### src/design/voice_waveform_oscillator_defines.svh
// ----------------------------------------------------------------------------
// voice waveform oscillator assertion macros
// shared concurrent assertion forms, clocked on clk and disabled in rst
// ----------------------------------------------------------------------------
`ifndef VOICE_WAVEFORM_OSCILLATOR_DEFINES_SVH
`define VOICE_WAVEFORM_OSCILLATOR_DEFINES_SVH

// consequent holds in the same cycle as the antecedent
`define VWO_ASSERT_SAME(label, ante, cons, msg) \
  label: assert property (@(posedge clk) disable iff (rst) (ante) |-> (cons)) \
    else $error(msg);

// consequent holds in the cycle after the antecedent
`define VWO_ASSERT_NEXT(label, ante, cons, msg) \
  label: assert property (@(posedge clk) disable iff (rst) (ante) |=> (cons)) \
    else $error(msg);

`endif

### src/design/vwo_pkg.sv
// ----------------------------------------------------------------------------
// vwo_pkg
// codes, item type and helpers shared by the voice oscillator modules
// ----------------------------------------------------------------------------
package vwo_pkg;

  // item operation codes
  localparam logic [1:0] FUNC_TICK    = 2'd0;
  localparam logic [1:0] FUNC_WRITE   = 2'd1;
  localparam logic [1:0] FUNC_READ    = 2'd2;
  localparam logic [1:0] FUNC_RESTART = 2'd3;

  // register addresses
  localparam logic [2:0] ADDR_FREQ_LO = 3'd0;
  localparam logic [2:0] ADDR_FREQ_HI = 3'd1;
  localparam logic [2:0] ADDR_PW_LO   = 3'd2;
  localparam logic [2:0] ADDR_PW_HI   = 3'd3;
  localparam logic [2:0] ADDR_CTRL    = 3'd4;

  // waveform modes
  localparam logic [2:0] MODE_NONE  = 3'd0;
  localparam logic [2:0] MODE_TRI   = 3'd1;
  localparam logic [2:0] MODE_SAW   = 3'd2;
  localparam logic [2:0] MODE_PULSE = 3'd3;
  localparam logic [2:0] MODE_NOISE = 3'd4;
  localparam logic [2:0] MODE_TEST  = 3'd5;

  // control register bit positions
  localparam int CTRL_TEST_BIT  = 3;
  localparam int CTRL_TRI_BIT   = 4;
  localparam int CTRL_SAW_BIT   = 5;
  localparam int CTRL_PULSE_BIT = 6;
  localparam int CTRL_NOISE_BIT = 7;

  localparam logic [22:0] LFSR_RESET = 23'h7FFFF8;

  typedef struct packed {
    logic [1:0] func;
    logic [2:0] reg_addr;
    logic [7:0] write_data;
  } item_t;

  // latest set bit in tri, saw, pulse, noise, test order wins
  function automatic logic [2:0] ctrl_decode(input logic [7:0] v, input logic [2:0] mode);
    logic [2:0] m;
    m = mode;
    priority if (v[CTRL_TEST_BIT])  m = MODE_TEST;
    else if (v[CTRL_NOISE_BIT])     m = MODE_NOISE;
    else if (v[CTRL_PULSE_BIT])     m = MODE_PULSE;
    else if (v[CTRL_SAW_BIT])       m = MODE_SAW;
    else if (v[CTRL_TRI_BIT])       m = MODE_TRI;
    else                            m = mode;
    return m;
  endfunction

  function automatic logic [7:0] ctrl_encode(input logic [2:0] mode);
    logic [7:0] v;
    v = '0;
    unique case (mode)
      MODE_TRI:   v[CTRL_TRI_BIT]   = 1'b1;
      MODE_SAW:   v[CTRL_SAW_BIT]   = 1'b1;
      MODE_PULSE: v[CTRL_PULSE_BIT] = 1'b1;
      MODE_NOISE: v[CTRL_NOISE_BIT] = 1'b1;
      MODE_TEST:  v[CTRL_TEST_BIT]  = 1'b1;
      default:    v = '0;
    endcase
    return v;
  endfunction

  function automatic logic [22:0] lfsr_advance(input logic [22:0] r);
    return {r[21:0], r[22] ^ r[17]};
  endfunction

  function automatic logic [7:0] noise_pick(input logic [22:0] r);
    return {r[20], r[18], r[14], r[11], r[9], r[5], r[2], r[0]};
  endfunction

endpackage

### src/design/vwo_if.sv
// ----------------------------------------------------------------------------
// vwo channel interfaces
// valid/ready command and result channels of the voice oscillator
// ----------------------------------------------------------------------------
interface vwo_cmd_if;
  logic       valid;
  logic       ready;
  logic [1:0] func;
  logic [2:0] reg_addr;
  logic [7:0] write_data;

  modport source (output valid, output func, output reg_addr, output write_data,
                  input ready);
  modport sink (input valid, input func, input reg_addr, input write_data,
                output ready);
endinterface

interface vwo_res_if;
  logic       valid;
  logic       ready;
  logic [7:0] out_byte;

  modport source (output valid, output out_byte, input ready);
  modport sink (input valid, input out_byte, output ready);
endinterface

### src/design/voice_waveform_oscillator.sv
// ----------------------------------------------------------------------------
// voice_waveform_oscillator
// one sound-chip voice: phase accumulator waveform generator with registers
// ----------------------------------------------------------------------------
// Takes one command beat per cycle (tick, register write, register read or
// restart) while no stalled result holds it back, and returns exactly one
// result beat for each, in order. A command sits in an input register while
// the 25-bit phase add, the noise lfsr step and the waveform or read-back
// select run; the byte then lands in the result register, from which the
// result beat is offered until it is taken. The input register empties as
// soon as its byte moves on, so one more command is still taken while a
// result waits; a further command waits for that result beat.
`include "voice_waveform_oscillator_defines.svh"

module voice_waveform_oscillator import vwo_pkg::*; #(
  parameter int FREQ_SHIFT = 3
) (
  input logic       clk,
  input logic       rst,
  vwo_cmd_if.sink   cmd,
  vwo_res_if.source res
);

  logic       s1_valid;
  item_t      s1_item;
  logic       s1_go;
  logic       out_valid;
  logic [7:0] out_byte;

  logic [15:0] freq_word;
  logic [11:0] pulse_width;
  logic [2:0]  wave_mode;
  logic [7:0]  read_data;
  logic [7:0]  wave;
  logic [7:0]  res_byte;

  assign s1_go     = s1_valid && (!out_valid || res.ready);
  assign cmd.ready = !s1_valid || s1_go;

  always_ff @(posedge clk) begin
    if (rst) begin
      s1_valid <= 1'b0;
    end else if (cmd.valid && cmd.ready) begin
      s1_valid <= 1'b1;
    end else if (s1_go) begin
      s1_valid <= 1'b0;
    end
  end

  always_ff @(posedge clk) begin
    if (cmd.valid && cmd.ready) begin
      s1_item <= '{func: cmd.func, reg_addr: cmd.reg_addr, write_data: cmd.write_data};
    end
  end

  vwo_regs u_regs (
    .clk         (clk),
    .rst         (rst),
    .go          (s1_go),
    .item        (s1_item),
    .freq_word   (freq_word),
    .pulse_width (pulse_width),
    .wave_mode   (wave_mode),
    .read_data   (read_data)
  );

  vwo_osc #(
    .FREQ_SHIFT (FREQ_SHIFT)
  ) u_osc (
    .clk         (clk),
    .rst         (rst),
    .go          (s1_go),
    .item        (s1_item),
    .freq_word   (freq_word),
    .pulse_width (pulse_width),
    .wave_mode   (wave_mode),
    .wave        (wave)
  );

  always_comb begin
    unique case (s1_item.func)
      FUNC_TICK: res_byte = wave;
      FUNC_READ: res_byte = read_data;
      default:   res_byte = '0;
    endcase
  end

  always_ff @(posedge clk) begin
    if (rst) begin
      out_valid <= 1'b0;
    end else if (s1_go) begin
      out_valid <= 1'b1;
    end else if (res.ready) begin
      out_valid <= 1'b0;
    end
  end

  always_ff @(posedge clk) begin
    if (s1_go) begin
      out_byte <= res_byte;
    end
  end

  assign res.valid    = out_valid;
  assign res.out_byte = out_byte;

  // a held command must survive a stalled result beat
  `VWO_ASSERT_NEXT(a_s1_holds, s1_valid && out_valid && !res.ready, s1_valid,
                   "pending command lost while result stalled")
  `VWO_ASSERT_NEXT(a_go_fills_out, s1_go, out_valid, "processed command gave no result")

endmodule

### src/design/vwo_regs.sv
// ----------------------------------------------------------------------------
// vwo_regs
// frequency, pulse width and control registers with their read-back path
// ----------------------------------------------------------------------------
module vwo_regs import vwo_pkg::*; (
  input  logic        clk,
  input  logic        rst,
  input  logic        go,
  input  item_t       item,
  output logic [15:0] freq_word,
  output logic [11:0] pulse_width,
  output logic [2:0]  wave_mode,
  output logic [7:0]  read_data
);

  always_ff @(posedge clk) begin
    if (rst) begin
      freq_word   <= '0;
      pulse_width <= '0;
      wave_mode   <= MODE_NONE;
    end else if (go && item.func == FUNC_WRITE) begin
      unique case (item.reg_addr)
        ADDR_FREQ_LO: freq_word[7:0]    <= item.write_data;
        ADDR_FREQ_HI: freq_word[15:8]   <= item.write_data;
        ADDR_PW_LO:   pulse_width[7:0]  <= item.write_data;
        ADDR_PW_HI:   pulse_width[11:8] <= item.write_data[3:0];
        ADDR_CTRL:    wave_mode <= ctrl_decode(item.write_data, wave_mode);
        default: ;
      endcase
    end
  end

  always_comb begin
    unique case (item.reg_addr)
      ADDR_FREQ_LO: read_data = freq_word[7:0];
      ADDR_FREQ_HI: read_data = freq_word[15:8];
      ADDR_PW_LO:   read_data = pulse_width[7:0];
      ADDR_PW_HI:   read_data = {4'b0, pulse_width[11:8]};
      ADDR_CTRL:    read_data = ctrl_encode(wave_mode);
      default:      read_data = '0;
    endcase
  end

endmodule

### src/design/vwo_osc.sv
// ----------------------------------------------------------------------------
// vwo_osc
// phase accumulator, noise source and waveform shaping for one tick
// ----------------------------------------------------------------------------
`include "voice_waveform_oscillator_defines.svh"

module vwo_osc import vwo_pkg::*; #(
  parameter int FREQ_SHIFT = 3
) (
  input  logic        clk,
  input  logic        rst,
  input  logic        go,
  input  item_t       item,
  input  logic [15:0] freq_word,
  input  logic [11:0] pulse_width,
  input  logic [2:0]  wave_mode,
  output logic [7:0]  wave
);

  logic [24:0] phase, phase_next;
  logic        last_noise_bit, last_noise_bit_next;
  logic [7:0]  noise_byte, noise_byte_next;
  logic [22:0] noise_lfsr, noise_lfsr_next;

  logic [24:0] inc, step, phase_sum;
  logic [22:0] lfsr_step;
  logic        noise_flip;

  assign inc        = 25'(freq_word) << FREQ_SHIFT;
  assign step       = (wave_mode == MODE_TRI) ? {inc[23:0], 1'b0} : inc;
  assign phase_sum  = phase + step;
  assign lfsr_step  = lfsr_advance(noise_lfsr);
  assign noise_flip = phase_sum[21] != last_noise_bit;

  always_comb begin
    unique case (wave_mode)
      MODE_TRI:   wave = phase_sum[24] ? ~phase_sum[23:16] : phase_sum[23:16];
      MODE_SAW:   wave = phase_sum[23:16];
      MODE_PULSE: wave = (phase_sum[23:0] > {pulse_width, 12'b0}) ? 8'hFF : 8'h00;
      MODE_NOISE: wave = noise_flip ? noise_pick(lfsr_step) : noise_byte;
      MODE_TEST:  wave = freq_word[15:8];
      default:    wave = '0;
    endcase
  end

  always_comb begin
    phase_next          = phase;
    last_noise_bit_next = last_noise_bit;
    noise_byte_next     = noise_byte;
    noise_lfsr_next     = noise_lfsr;
    if (go) begin
      unique case (item.func)
        FUNC_TICK: begin
          if (wave_mode == MODE_TRI || wave_mode == MODE_SAW ||
              wave_mode == MODE_PULSE || wave_mode == MODE_NOISE) begin
            phase_next = phase_sum;
          end
          if (wave_mode == MODE_NOISE && noise_flip) begin
            last_noise_bit_next = phase_sum[21];
            noise_lfsr_next     = lfsr_step;
            noise_byte_next     = noise_pick(lfsr_step);
          end
        end
        FUNC_RESTART: begin
          phase_next          = '0;
          last_noise_bit_next = 1'b0;
          noise_byte_next     = '0;
        end
        default: ;
      endcase
    end
  end

  always_ff @(posedge clk) begin
    if (rst) begin
      phase          <= '0;
      last_noise_bit <= 1'b0;
      noise_byte     <= '0;
      noise_lfsr     <= LFSR_RESET;
    end else begin
      phase          <= phase_next;
      last_noise_bit <= last_noise_bit_next;
      noise_byte     <= noise_byte_next;
      noise_lfsr     <= noise_lfsr_next;
    end
  end

  // the shift map is invertible, so a non-zero seed never reaches zero
  `VWO_ASSERT_SAME(a_lfsr_nonzero, 1'b1, noise_lfsr != '0, "noise lfsr reached zero")
  `VWO_ASSERT_NEXT(a_restart_clears, go && item.func == FUNC_RESTART,
                   phase == '0 && noise_byte == '0, "restart left phase or noise set")

endmodule
### src/flat_wrapper.sv
// flat-port wrapper written by rule: the top's interface ports become plain ports
module voice_waveform_oscillator_flat import vwo_pkg::*;
#(
  parameter int FREQ_SHIFT = 3
)
  (clk, rst, cmd_valid, cmd_func, cmd_reg_addr, cmd_write_data, cmd_ready, res_valid, res_out_byte, res_ready);
  vwo_cmd_if cmd_i ();
  vwo_res_if res_i ();
  input logic clk;
  input logic rst;
  input wire logic [$bits(cmd_i.valid)-1:0] cmd_valid;
  input wire logic [$bits(cmd_i.func)-1:0] cmd_func;
  input wire logic [$bits(cmd_i.reg_addr)-1:0] cmd_reg_addr;
  input wire logic [$bits(cmd_i.write_data)-1:0] cmd_write_data;
  output wire logic [$bits(cmd_i.ready)-1:0] cmd_ready;
  output wire logic [$bits(res_i.valid)-1:0] res_valid;
  output wire logic [$bits(res_i.out_byte)-1:0] res_out_byte;
  input wire logic [$bits(res_i.ready)-1:0] res_ready;
  assign cmd_i.valid = cmd_valid;
  assign cmd_i.func = cmd_func;
  assign cmd_i.reg_addr = cmd_reg_addr;
  assign cmd_i.write_data = cmd_write_data;
  assign cmd_ready = cmd_i.ready;
  assign res_valid = res_i.valid;
  assign res_out_byte = res_i.out_byte;
  assign res_i.ready = res_ready;
  voice_waveform_oscillator #(.FREQ_SHIFT(FREQ_SHIFT)) u_core (.clk(clk), .rst(rst), .cmd(cmd_i), .res(res_i));
endmodule
### config.mk
export PLATFORM = sky130hd
export DESIGN_NAME = voice_waveform_oscillator_flat
export DESIGN_NICKNAME = d
export VERILOG_FILES = /design/src/design/vwo_pkg.sv /design/src/design/vwo_if.sv /design/src/design/voice_waveform_oscillator.sv /design/src/design/vwo_regs.sv /design/src/design/vwo_osc.sv /design/src/flat_wrapper.sv
export VERILOG_INCLUDE_DIRS = /design/src /design/src/design
export SDC_FILE = /design/constraint.sdc
export NUM_CORES = 1
export LEC_CHECK = 0
export BUFFER_PORTS_ARGS = -buffer_cell sky130_fd_sc_hd__buf_4
export CAP_MARGIN = 30
export CORE_AREA = 2 2 161 124
export DETAILED_ROUTE_END_ITERATION = 10
export DIE_AREA = 0 0 163 126
export GPL_TIMING_DRIVEN = 0
export PLACE_DENSITY = 0.52
export SYNTH_ARGS = -nofsm -noshare
export SYNTH_HDL_FRONTEND = slang
export SYNTH_SLANG_ARGS = --single-unit
### constraint.sdc
create_clock -name clk -period 5.7 [get_ports clk]
set_input_delay 0.57 -clock clk [delete_from_list [all_inputs] [get_ports clk]]
set_output_delay 0.57 -clock clk [all_outputs]
set_load 0.01 [all_outputs]
# [After elaboration in Yosys (flattened, before gate mapping)]
# Index checks and enable logic that the tools add are counted.
[totals] regBits=111 out_inout_bits=10 elab_cells=86
[op_classes] addsub=1 magnitude_cmp=1 n_eq_ne=15 muxes=27 bitwise_logic=2 reduce_logical=25
[ops] cell="one-hot mux 8 bit (5 select lines)" count=2
[ops] cell="one-hot mux 25 bit (2 select lines)" count=1
[ops] cell="2-to-1 mux 8 bit" count=4
[ops] cell="one-hot mux 8 bit (2 select lines)" count=2
[ops] cell="adder 25 x 20 -> 25 bit" count=1
[ops] cell="2-to-1 mux 25 bit" count=1
[ops] cell="> comparator 24 bit" count=1
[ops] cell="2-to-1 mux 20 bit" count=1
[ops] cell="2-to-1 mux 3 bit" count=5
[ops] cell="equality test 3 x 2 -> 1 bit, second input constant" count=4
[ops] cell="AND reduction 3 bit" count=4
[ops] cell="2-to-1 mux 1 bit" count=10
[ops] cell="equality test 3 bit, second input constant" count=3
[ops] cell="inverter 8 bit" count=1
[ops] cell="AND reduction 2 bit" count=4
[ops] cell="equality test 3 x 1 -> 1 bit, second input constant" count=2
[ops] cell="nonzero test 2 bit" count=3
[ops] cell="logical OR 1 bit" count=5
[ops] cell="nonzero test 5 bit" count=1
[ops] cell="equality test 2 bit, second input constant" count=2
[ops] cell="logical AND 1 bit" count=4
[ops] cell="!= test 2 bit, second input constant" count=2
[ops] cell="logical NOT 3 bit" count=1
[ops] cell="equality test 2 x 1 -> 1 bit, second input constant" count=1
[ops] cell="other kinds (5)" count=6

# [Depth between registers and ports, before layout]
# Gate-level depths: netlist (run 1).
[logic_depth] ltp_word=7 depth_mapped=23 mapped_depth_nobuf=18

# [Cells and area by module]
# Synthesis (run 1) repeated with hierarchy kept, for this count alone.
[hier_totals] cells_unflattened=780 area_unflattened_um2=6413.7
[modules_own_cells] module="vwo_osc" n_inst=1 cells_per_inst=563 area_each_um2=4139.0 seq_area_each_um2=1081.0
[modules_own_cells] module="vwo_regs" n_inst=1 cells_per_inst=168 area_each_um2=1435.1 seq_area_each_um2=620.6
[modules_own_cells] module="voice_waveform_oscillator" n_inst=1 cells_per_inst=49 area_each_um2=839.6 seq_area_each_um2=670.6

# [Worst setup path before layout (run 1)]
# Ideal clock, no wire load.
[synth_timing] kind="register -> register" from="reg u_core.u_regs.wave_mode[2]" to="reg u_core.out_byte[3] (netlist: u_core.res.out_byte[3]), data pin" setup_ps=259 t_arrival_ps=5018 slack_ps=423 stages_incl_launch_ff=22 path_buffers=3 synth_period_minus_slack_ps=5277 path_cell_list="dfxtp_1 clkbuf_1 nor3b_1 clkbuf_1 clkbuf_1 nand2_1 nand2_1 ha_1 o21a_1 o2111a_1 a22oi_1 a2111oi_2 a311oi_2 inv_1 ha_1 a21o_1 a21oi_1 nor2b_1 o41ai_1 a41oi_1 a211o_1 o31a_1"
[synth_via] elab_chain_len=7 word_cells_on_any_way=17 classes_between="1 x add/sub; 1 x order compare; 6 x eq/ne; 8 x mux; 1 x bitwise"
[synth_lines] item="start: declaration" line="vwo_regs.sv:12" rtl="output logic [2:0] wave_mode,"
[synth_lines] item="start signal: assignment" line="vwo_regs.sv:27" rtl="ADDR_CTRL: wave_mode <= ctrl_decode(item.write_data, wave_mode);"
[synth_lines] item="equality test 3 x 1 -> 1 bit" line="vwo_osc.sv:30, vwo_osc.sv:36"
[synth_lines] item="2-to-1 mux 20 bit" line="vwo_osc.sv:30" rtl="assign step = (wave_mode == MODE_TRI) ? {inc[23:0], 1'b0} : inc;"
[synth_lines] item="adder 25 x 20 -> 25 bit" line="vwo_osc.sv:31" rtl="assign phase_sum = phase + step;"
[synth_lines] item="> comparator 24 bit (tied with other cells)" line="vwo_osc.sv:39" rtl="MODE_PULSE: wave = (phase_sum[23:0] > {pulse_width, 12'b0}) ? 8'hFF : 8'h00;"
[synth_lines] item="2-to-1 mux 8 bit, on equally long branches" line="vwo_osc.sv:39, vwo_osc.sv:37, vwo_osc.sv:40"
[synth_lines] item="one-hot mux 8 bit (5 select lines)" line="vwo_osc.sv:36" rtl="unique case (wave_mode)"
[synth_lines] item="one-hot mux 8 bit (2 select lines) *" line="voice_waveform_oscillator.sv:81" rtl="unique case (s1_item.func)"
[synth_lines] item="via u_core.res_byte[3]" line="voice_waveform_oscillator.sv:35" rtl="logic [7:0] res_byte;"
[synth_lines] item="end signal: assignment" line="voice_waveform_oscillator.sv:100" rtl="out_byte <= res_byte;"
[synth_lines] item="end: declaration" line="voice_waveform_oscillator.sv:28" rtl="logic [7:0] out_byte;"
# Mark *: on every way through the listed nets, which the timed path passes. The rest lies on a longest branch.
# A chain may end at the register's enable or synchronous reset.

# [Worst setup path in the final report (run 1)]
# Same ends and word-level chain as after synthesis.

==> results of run 1 <==
-- metal layers --
| metal | global-route usage (%) | up-vias | share of wire, % |
|---|---|---|---|
| met5 | 0 | - | 0 |
| met4 | 4.79 | 0 | 1.3 |
| met3 | 3.00 | 18 | 5.4 |
| met2 | 24.7 | 139 | 39 |
| met1 | 30.3 | 2723 | 54 |
| li1 | - | 2872 | - |
-- final cells by class --
type / count / area, um^2
repair buffers: 35 / 263
inverters: 18 / 67.6
multi-input cells: 611 / 4040
clock buffers: 9 / 225
flip-flops and latches: 108 / 2370
plain buffers: 42 / 179
well taps: 253 / 317
fillers: 1954 / 11400
clock inverters: 7 / 135
-- worst max-delay path, stage by stage (launching register included) --
cell and delay (ps):
dfxtp_1 310, clkbuf_2 180, or3b_4 480, clkbuf_1 240
nand2_1 110, nand2_1 60, ha_1 290, buf_6 150
a2111oi_4 350, o21ai_2 170, a211oi_4 410, nor2_1 160
xnor2_2 340, ha_1 320, a21o_1 160, a21oi_1 150
nor2_1 70, o41ai_2 380, a41oi_2 60, buf_4 190
a211o_1 270, o31a_1 310
-- state kept, by name, summed over array words and instances (netlist names) --
name                         count
u_core.u_regs.freq_word         16
u_core.res.out_byte              8
u_core.u_regs.pulse_width       12
u_core.u_osc.last_noise_bit      1
u_core.u_osc.noise_byte          8
u_core.u_osc.phase              22
u_core.res.valid                 1
u_core.u_osc.noise_lfsr         23
u_core.u_regs.wave_mode          3
u_core.s1_valid                  1
u_core.s1_item                  13
-- through the flow --
stage | hold slack (ps) | TNS (ps)
floorplan | 432 | 0
global placement | 442 | -9770
detailed placement | 447 | -9810
CTS | 369 | 0
global route | 364 | 0
finish | 382 | 0
-- cells in the final DEF, fill, tap and decap left out, types with 4 or more instances in the layout --
cell type  instances
and2_1             9
nand2_1          130
nand4_1            7
a21o_1            10
o21ai_0           16
a31oi_1            4
o211ai_1           7
clkbuf_16          9
buf_4             35
nor2b_1           10
or3_1              4
o21a_1             6
nand3_1           18
buf_2              5
clkbuf_1          29
inv_1             17
nor3b_1            4
nand3b_1          18
nor2_1           102
nor3_1             8
a211oi_2           4
a22oi_1           13
dfxtp_1           87
ha_1              29
mux2i_1           45
o221ai_1           5
xor2_1             9
xnor2_1            9
a21oi_1           61
edfxtp_1          21
-- worst max-delay path by stage --
stage / cells after the start / from / slack (ps) / endpoint
after floorplan: 21 / u_core.u_regs.wave_mode[2]$_SDFFE_PP0P_ / 420 / u_core.res.out_byte[3]$_DFFE_PP_
after CTS: 20 / u_core.u_regs.wave_mode[2]$_SDFFE_PP0P_ / 10 / u_core.res.out_byte[3]$_DFFE_PP_
after global placement: 21 / u_core.u_regs.wave_mode[2]$_SDFFE_PP0P_ / -1430 / u_core.res.out_byte[5]$_DFFE_PP_
after global routing: 22 / u_core.u_regs.wave_mode[2]$_SDFFE_PP0P_ / 10 / u_core.res.out_byte[3]$_DFFE_PP_
final: 21 / u_core.u_regs.wave_mode[2]$_SDFFE_PP0P_ / 250 / u_core.res.out_byte[3]$_DFFE_PP_
after detailed placement: 21 / u_core.u_regs.wave_mode[2]$_SDFFE_PP0P_ / -1480 / u_core.res.out_byte[5]$_DFFE_PP_
-- cells by family after synthesis --
family | share of synthesized area [%]
xor+xnor | 2.83
simple gates | 23.8
fa+ha+maj | 5.88
mux | 7.96
buf+inv | 3.73
compound gates | 19.4
flops | 36.4
-- power groups by stage --
stage	clock network, W	logic, W	registers [W]
finish	0.000745	0.0000639	0.000798
global route	0.000792	0.0000705	0.000799
CTS	0.000760	0.0000644	0.000797
detailed placement	0	0.0000637	0.000815
global placement	0	0.0000639	0.000815
floorplan	0	0.0000357	0.000812
-- repair_timing --
| action | 4_1_cts | 5_1_grt |
|---|---|---|
| gates resized for setup | 17 | 15 |
| pin swaps | 4 | 5 |
| endpoints found under the hold margin | 0 | 0 |
| setup endpoints to repair | 8 | 8 |
| setup buffers | 6 | 3 |
==> reports/results.ini, run 1 <==
[run_status]
status=finished clean

[routing]
drc_errors=0
num_vias=5752
drt-vias-per-instance=5.31
dr.pass1.iters=5
drt.antenna.violating_nets=0
routedWlPerCell_um=17.3
routed_wl_mm=18.8
dr.first_iter.drc_count=440

[clock_tree]
cts.sinks=108
clkLatencyLatePin_ps=360
cts_hold_buf=0
clock_path_buffers=2
clk_pin_slew_worst_paths_ps=80
numCtsBuffers=9
cts-root-buf=clkbuf_16
cts_max_level=3
tritoncts=yes

[timing]
finalCriticalPeriod_ps=5450
setup_ws_ps=253
clock_skew_ps=9.95
tightest_slew_ps=1000
setup_violations=0
finalMaxSlewViolations=0
post-route-period-util_pct=95.6
hold_violations=0
rsz0062_at_grt=no
timing.fmax_ghz=0.184
max_slew_margin_pct=32.8

[placement]
placed_area_um2=7020
place_ws_ps=-1480
place_congestion=0.853
place_inst=1059
hpwl_mm=14.4
portBuffers=25

[pwr]
power.density_nw_per_um2=211
comb_power_share_pct=4.0
pwr-share-seq_pct=49.6
intPower_w=0.00125
p_leak_nw=2.92
power.net_switching_w=0.000356
switching_share_pct=22.2
ir_worst_vdd_mv=0.212
power_w=0.00161
clockPowerShare_pct=46.4

[cells_and_area]
final_util_pct=40.0
fin_area_um2=7600
final_nets=872
area_growth_pct=16.7
drive_gt1_share_pct=11.9
n_antenna_cell=0
final_cells=1083

[global_route]
grt_pass1_vias=5244
gr-total-overflow=0
grt_use_total_pct=18.6
grt_pass1_wl_mm=29.7
antenna_found_initial=0
grt_max_degree=20

[floorplanning]
dieArea_um2=20500
die_x_um=163
core_area_um2=19000
row_count=44
die_h_um=126
io_pins=27
initial_core_util_pct=34.3

[worst_setup_path]
arrival_ps=5550
rrSetupSlack_ps=250
end_kind=flip-flop
r2r_start=u_core.u_regs.wave_mode[2]$_SDFFE_PP0P_
worstRegToRegCells=21
critical_path_class=reg -> reg
timing.rr.end=u_core.res.out_byte[3]$_DFFE_PP_
cp-start-kind=flip-flop
required_ps=5800
crit_fanout=10

[yosys]
synth_cells=780
synthArstFlopShare_pct=0
avgSynthCellArea_um2=8.35
yosysWarnings=0
syn_area_um2=6510
synthFlopType=dfxtp_1
ys_types=77
ys_ff_latch=108
syn-num-nets=827
synth_area_leaders=dfxtp_1 (27%), edfxtp_1 (9.7%), nand2_1 (7.5%), mux2i_1 (6.9%), nor2_1 (5.9%)
ys_top_cells_by_count=nand2_1 (130), nor2_1 (102), dfxtp_1 (87)
synth.top_cell.area_share_pct=26.8
yosysMostFrequentCell=nand2_1
synth_top_area_cell=dfxtp_1
synth.yosys.seq_area_share_pct=36.4
synth_edf_count=21

[min_path]
min_from=cmd_write_data[5]
hold_class=in -> reg
min_path_cells=1
min_to=u_core.s1_item[5]$_DFFE_PP_

[run]
drv_cap=0

(Power assumes the default switching activity.)
==> run 2, diff against run 1 <==
- CORE_AREA: 2 2 161 124 -> 2 2 124 96
- CTS_CLUSTER_SIZE: not set -> 28
- DIE_AREA: 0 0 163 126 -> 0 0 126 98
- PLACE_DENSITY: 0.52 -> 0.78
- SKIP_CTS_REPAIR_TIMING: not set -> 1
==> run 2 against run 1 <==
Register-to-register slack got worse by 230 ps. Combinational power barely moved. Wire length fell by 2.0%. Total power fell by 8.3%. Count of clock-buffer cells in the layout did not move. Clock skew barely moved. Global-route usage rose by 11 points. Sequential power barely moved. Die area fell by 40%. First-iteration DRC count rose by 84%. Hold slack got worse by 4.2 ps. Largest cell class unchanged. Largest power group unchanged.
==> reports/results.ini, run 2 (synthesis results as in run 1) <==
[clock_tree]
clkLatencyLatePin_ps=360  ; about the same
clock_path_buffers=2  ; unchanged
tritoncts=yes
cts.sinks=108  ; unchanged
numCtsBuffers=9  ; unchanged
cts_max_level=3  ; unchanged
clk_pin_slew_worst_paths_ps=80  ; about the same
cts-root-buf=clkbuf_16

[cells_and_area]
final_common_cell=nand2_1
reg_top3=u_core.u_osc.noise_lfsr x23, u_core.u_osc.phase x22, u_core.u_regs.freq_word x16
final_cell_mix=nand2_1 (130), nor2_1 (102), dfxtp_1 (87)
regArea_um2=2370  ; unchanged
final_nets=879  ; +0.80%
final_util_pct=66.5  ; +26 points
max_flop_register=u_core.u_osc.noise_lfsr
drive_gt1_share_pct=12.4  ; +0.50 points
area_growth_pct=14.7
n_antenna_cell=0  ; unchanged
largest_reg_flops=23  ; unchanged
n_fill_cell=958  ; -51%
fin_area_um2=7460  ; -1.8%
multiInputGateArea_um2=4060  ; +0.37%

[global_route]
antenna_found_initial=0  ; unchanged
grt_max_degree=21  ; +5.0%
gr-total-overflow=0  ; unchanged
grt_pass1_vias=5616  ; +7.1%
grt_use_total_pct=29.6  ; +11 points
grt_pass1_wl_mm=29.2  ; -1.7%

[worst_setup_path]
critical_path_class=reg -> reg
arrival_ps=5740  ; +190 ps
r2r_start=u_core.u_regs.wave_mode[2]$_SDFFE_PP0P_
worstRegToRegCells=20  ; -4.8%
timing.rr.end=u_core.res.out_byte[2]$_DFFE_PP_
crit_fanout=10  ; unchanged
cp-start-kind=flip-flop
required_ps=5770  ; -30 ps
rrSetupSlack_ps=30  ; -230 ps
end_kind=flip-flop

[routing]
dr.pass1.iters=7  ; +2
routed_wl_mm=18.4  ; -2.0%
num_vias=6056  ; +5.3%
drc_errors=0  ; unchanged
dr.first_iter.drc_count=810  ; +84%
drt.antenna.violating_nets=0  ; unchanged
drt-vias-per-instance=6.17  ; +16%
routedWlPerCell_um=18.8  ; +8.2%

[timing]
max_slew_margin_pct=31.4  ; -1.4 points
finalCriticalPeriod_ps=5670  ; +226 ps
setup_violations=0  ; unchanged
hold_violations=0  ; unchanged
tightest_slew_ps=1030  ; +21.6 ps
clock_skew_ps=9.59  ; -0.361 ps
post-route-period-util_pct=99.5  ; +4.0 points
setup_ws_ps=27.1  ; -226 ps
timing.fmax_ghz=0.176  ; -4.0%
finalMaxSlewViolations=0  ; unchanged

[floorplanning]
dieArea_um2=12300  ; -40%
core_area_um2=11200  ; -41%
row_count=34  ; -23%
io_pins=27  ; unchanged
die_h_um=98  ; -22%
initial_core_util_pct=58.0  ; +24 points
die_x_um=126  ; -23%

[placement]
placed_area_um2=6890  ; -1.9%
hpwl_mm=13.7  ; -4.5%
place_congestion=0.951  ; +11%
portBuffers=25  ; unchanged
place_ws_ps=-1180  ; +300 ps

[pwr]
ir_worst_vdd_mv=0.174  ; -18%
p_leak_nw=2.93  ; +0.28%
power.density_nw_per_um2=197  ; -6.6%

[min_path]
min_path_cells=1  ; unchanged
min_to=u_core.s1_item[10]$_DFFE_PP_
hold_class=in -> reg
min_from=cmd_reg_addr[2]

[run_status]
status=finished clean

[run]
drv_cap=0  ; unchanged

-- run 2: cell types whose count changed in the layout (fill, tap and decap cells not counted), sizes merged --
cell,delta
buf,+9
bufinv,-3
clkbuf,-2
clkinvlp,+1
inv,+2
-- run 2: worst max-delay path by stage --
stage / from / end / slack [ps]
6_report: u_core.u_regs.wave_mode[2]$_SDFFE_PP0P_ / u_core.res.out_byte[2]$_DFFE_PP_ / 30
3_5_place_dp: u_core.u_regs.wave_mode[2]$_SDFFE_PP0P_ / u_core.res.out_byte[5]$_DFFE_PP_ / -1180
5_1_grt: u_core.u_regs.wave_mode[2]$_SDFFE_PP0P_ / u_core.res.out_byte[2]$_DFFE_PP_ / -120
3_3_place_gp: u_core.u_regs.wave_mode[2]$_SDFFE_PP0P_ / u_core.res.out_byte[5]$_DFFE_PP_ / -960
2_1_floorplan: u_core.u_regs.wave_mode[2]$_SDFFE_PP0P_ / u_core.res.out_byte[3]$_DFFE_PP_ / 420
4_1_cts: u_core.u_regs.wave_mode[2]$_SDFFE_PP0P_ / u_core.res.out_byte[5]$_DFFE_PP_ / -1250
-- run 2: power by group --
| part | internal [W] | switching, W |
|---|---|---|
| sequential | 0.000788 | 0.00000980 |
| combinational | 0.0000248 | 0.0000392 |
| clock | 0.000306 | 0.000305 |
-- run 2: metal layers --
metal  track usage [%]  share of wire, %  wire length [um]  vias to the layer above
met1              43.1                46              8410                     2848
met5                 0                 0                 0                        -
li1                  -                 -                 -                     2886
met2              44.8                44              8120                      295
met4              9.21               1.7               321                        0
met3              5.42               8.4              1550                       27
-- run 2: final cells by class --
| class | count | area share, % |
|---|---|---|
| plain buffers | 42 | 2.45 |
| multi-input cells | 611 | 54.3 |
| repair buffers | 42 | 4.22 |
| inverters | 18 | 0.905 |
| flip-flops and latches | 108 | 31.8 |
| clock buffers | 9 | 3.02 |
| clock inverters | 7 | 0.888 |
| well taps | 144 | 2.41 |
-- run 2: through the flow --
step | TNS [ps] | hold WS (ps) | power, W | cells
final | 0 | 377 | 0.00147 | 981
after global placement | -6360 | 442 | 0.000874 | 949
after global routing | -572 | 376 | 0.00151 | 981
after detailed placement | -7720 | 453 | 0.000877 | 950
after floorplan | 0 | 432 | 0.000848 | 780
after CTS | -8250 | 378 | 0.00147 | 966
-- run 2: worst max-delay path, cell delays in order, from the launching register on --
cell and delay, ps:
dfxtp_1 310, clkbuf_1 230, or3b_4 520, and2_1 190, ha_1 220, fa_1 500, a211oi_4 400, nor4_4 80
o21ai_2 310, a2111oi_2 140, a311oi_4 470, inv_1 90, ha_1 320, nand4_1 120, nor2_1 200, nand3_1 140
nor3_2 230, a41oi_4 230, buf_4 210, a211oi_1 260, o221ai_1 190
==> run 3, diff against run 2 <==
- CELL_PAD_IN_SITES_DETAIL_PLACEMENT: not set -> 1
- CELL_PAD_IN_SITES_GLOBAL_PLACEMENT: not set -> 1
- CORE_AREA: 2 2 124 96 -> 2 2 138 106
- DIE_AREA: 0 0 126 98 -> 0 0 140 108
- PLACE_DENSITY: 0.78 -> 0.82
==> run 3 against run 2 <==
Setup slack better by 150 ps. Largest power group unchanged. Combinational power rose by 3.1%. Via count up 0.21%. Hold slack better by 3.3 ps. First-iteration DRC count down 46%. Final area decreased by 0.30%. Die area up 22%. Final cell count grew 2.4%. Non-clock buffer count is 7 lower. Fmax is 2.6% higher. Clock skew grew 0.88 ps. Critical path type unchanged. Global-route usage down 2.1 points.
==> reports/results.ini, run 3 (synthesis results as in run 1) <==
[clock_tree]
cts-root-buf=clkbuf_16
clkLatencyLatePin_ps=360  ; about the same
cts.sinks=108  ; unchanged
cts_max_level=3  ; unchanged
tritoncts=yes
numCtsBuffers=9  ; unchanged
clock_path_buffers=2  ; unchanged
clk_pin_slew_worst_paths_ps=80  ; about the same

[placement]
place_congestion=0.914  ; -3.8%
hpwl_mm=15.9  ; +16%
place_inst=981  ; +3.3%
portBuffers=25  ; unchanged

[routing]
drt-vias-per-instance=6.04  ; -2.2%
num_vias=6069  ; +0.21%
drt.antenna.violating_nets=0  ; unchanged
drc_errors=0  ; unchanged
dr.pass1.iters=5  ; -2
routed_wl_mm=20.6  ; +12%
route.met3.wl_um=952  ; -39%
routedWlPerCell_um=20.5  ; +9.0%
dr.first_iter.drc_count=439  ; -46%
met1_length_mm=10.1  ; +20%
top_layer_used=met4
dr_wl_met2_mm=9.21  ; +13%

[timing]
timing.fmax_ghz=0.181  ; +2.6%
clock_skew_ps=10.5  ; +0.877 ps
finalCriticalPeriod_ps=5530  ; -146 ps
finalMaxSlewViolations=0  ; unchanged
hold_violations=0  ; unchanged
fin_tns_setup_ps=0  ; unchanged
holdWs_ps=381  ; +3.32 ps
max_slew_margin_pct=37.7  ; +6.3 points
setup_violations=0  ; unchanged
post-route-period-util_pct=97.0  ; -2.6 points
tightest_slew_ps=912  ; -114 ps

[cells_and_area]
final_common_cell=nand2_1
largest_reg_flops=23  ; unchanged
reg_top3=u_core.u_osc.noise_lfsr x23, u_core.u_osc.phase x22, u_core.u_regs.freq_word x16
area_growth_pct=14.3
n_antenna_cell=0  ; unchanged
final_util_pct=54.5  ; -12 points
max_flop_register=u_core.u_osc.noise_lfsr
drive_gt1_share_pct=11.8  ; -0.62 points
final_cell_mix=nand2_1 (130), nor2_1 (101), dfxtp_1 (87)
final_cells=1005  ; +2.4%
final_nets=872  ; -0.80%

[global_route]
grt_pass1_vias=6083  ; +8.3%
gr-total-overflow=0  ; unchanged
antenna_found_initial=0  ; unchanged
grt_use_total_pct=27.5  ; -2.1 points
grt_max_degree=21  ; unchanged
grt_pass1_wl_mm=32.4  ; +11%

[floorplanning]
initial_core_util_pct=47.7  ; -10 points
row_count=37  ; +8.8%
core_area_um2=13700  ; +22%
die_h_um=108  ; +10%
die_x_um=140  ; +11%
dieArea_um2=15100  ; +22%
io_pins=27  ; unchanged

[run]
drv_cap=0  ; unchanged

[pwr]
p_leak_nw=2.89  ; -1.3%
power_w=0.00150  ; +2.0%
power.density_nw_per_um2=202  ; +2.3%
ir_worst_vdd_mv=0.254  ; +46%

[worst_setup_path]
required_ps=5810  ; +40 ps
arrival_ps=5640  ; -100 ps
cp-start-kind=flip-flop
critical_path_class=reg -> reg
end_kind=flip-flop
crit_fanout=10  ; unchanged

[run_status]
status=finished clean

[min_path]
hold_class=in -> reg

==> run 3: path summary, 6_finish.rpt <==
| check | startpoint | end | slack (ps) | depth (start not counted) |
|---|---|---|---|---|
| max | u_core.u_regs.wave_mode[0]$_SDFFE_PP0P_ | u_core.res.out_byte[3]$_DFFE_PP_ | 170 | 20 |
| max reg2reg | u_core.u_regs.wave_mode[0]$_SDFFE_PP0P_ | u_core.res.out_byte[3]$_DFFE_PP_ | 170 | 20 |
| min reg2reg | u_core.u_osc.noise_byte[3]$_SDFFE_PP0P_ | u_core.u_osc.noise_byte[3]$_SDFFE_PP0P_ | 470 | 2 |
| min | cmd_write_data[6] | u_core.s1_item[6]$_DFFE_PP_ | 380 | 1 |
==> run 3: per-stage QoR <==
stage	instance area, um^2	worst slack [ps]
2_1_floorplan	6510	423
3_3_place_gp	6920	-1080
3_5_place_dp	6920	-1290
4_1_cts	7230	-1310
5_1_grt	7440	-22.2
6_report	7440	173
==> run 3: final cells by class <==
type / instances / area, um^2
Multi-Input combinational cell: 611 / 4030
Clock inverter: 6 / 67.6
Fill cell: 1605 / 6210
Tap cell: 175 / 219
Timing Repair Buffer: 36 / 270
Sequential cell: 108 / 2370
Clock buffer: 10 / 239
Inverter: 18 / 67.6
Buffer: 41 / 178
==> run 3: power breakdown <==
part | switching [W] | internal (W) | total (W)
Clock | 0.000317 | 0.000323 | 0.000639
Combinational | 0.0000410 | 0.0000250 | 0.0000660
Sequential | 0.0000101 | 0.000788 | 0.000798
Total | 0.000368 | 0.00114 | 0.00150
==> run 3: metal layers <==
layer	GRT usage (%)	up-vias
met3	3.99	19
met5	0	-
met1	39.3	3003
met2	44.4	168
met4	6.85	0
li1	-	2879
==> run 3: worst max-delay path: stages, from the launching register on <==
cell       delay (ps)
dfxtp_1           460
nor3b_4           390
buf_6             200
buf_2             210
nand2_1            70
nand2_1            90
ha_1              300
o21a_1            220
o2111a_1          280
a22oi_2           320
a2111oi_2         160
a311oi_4          500
inv_1             150
ha_1              350
nand4_1           160
nor2_2             70
o21a_1            140
o41ai_4           430
a41oi_4           120
a211o_1           330
o31a_1            310
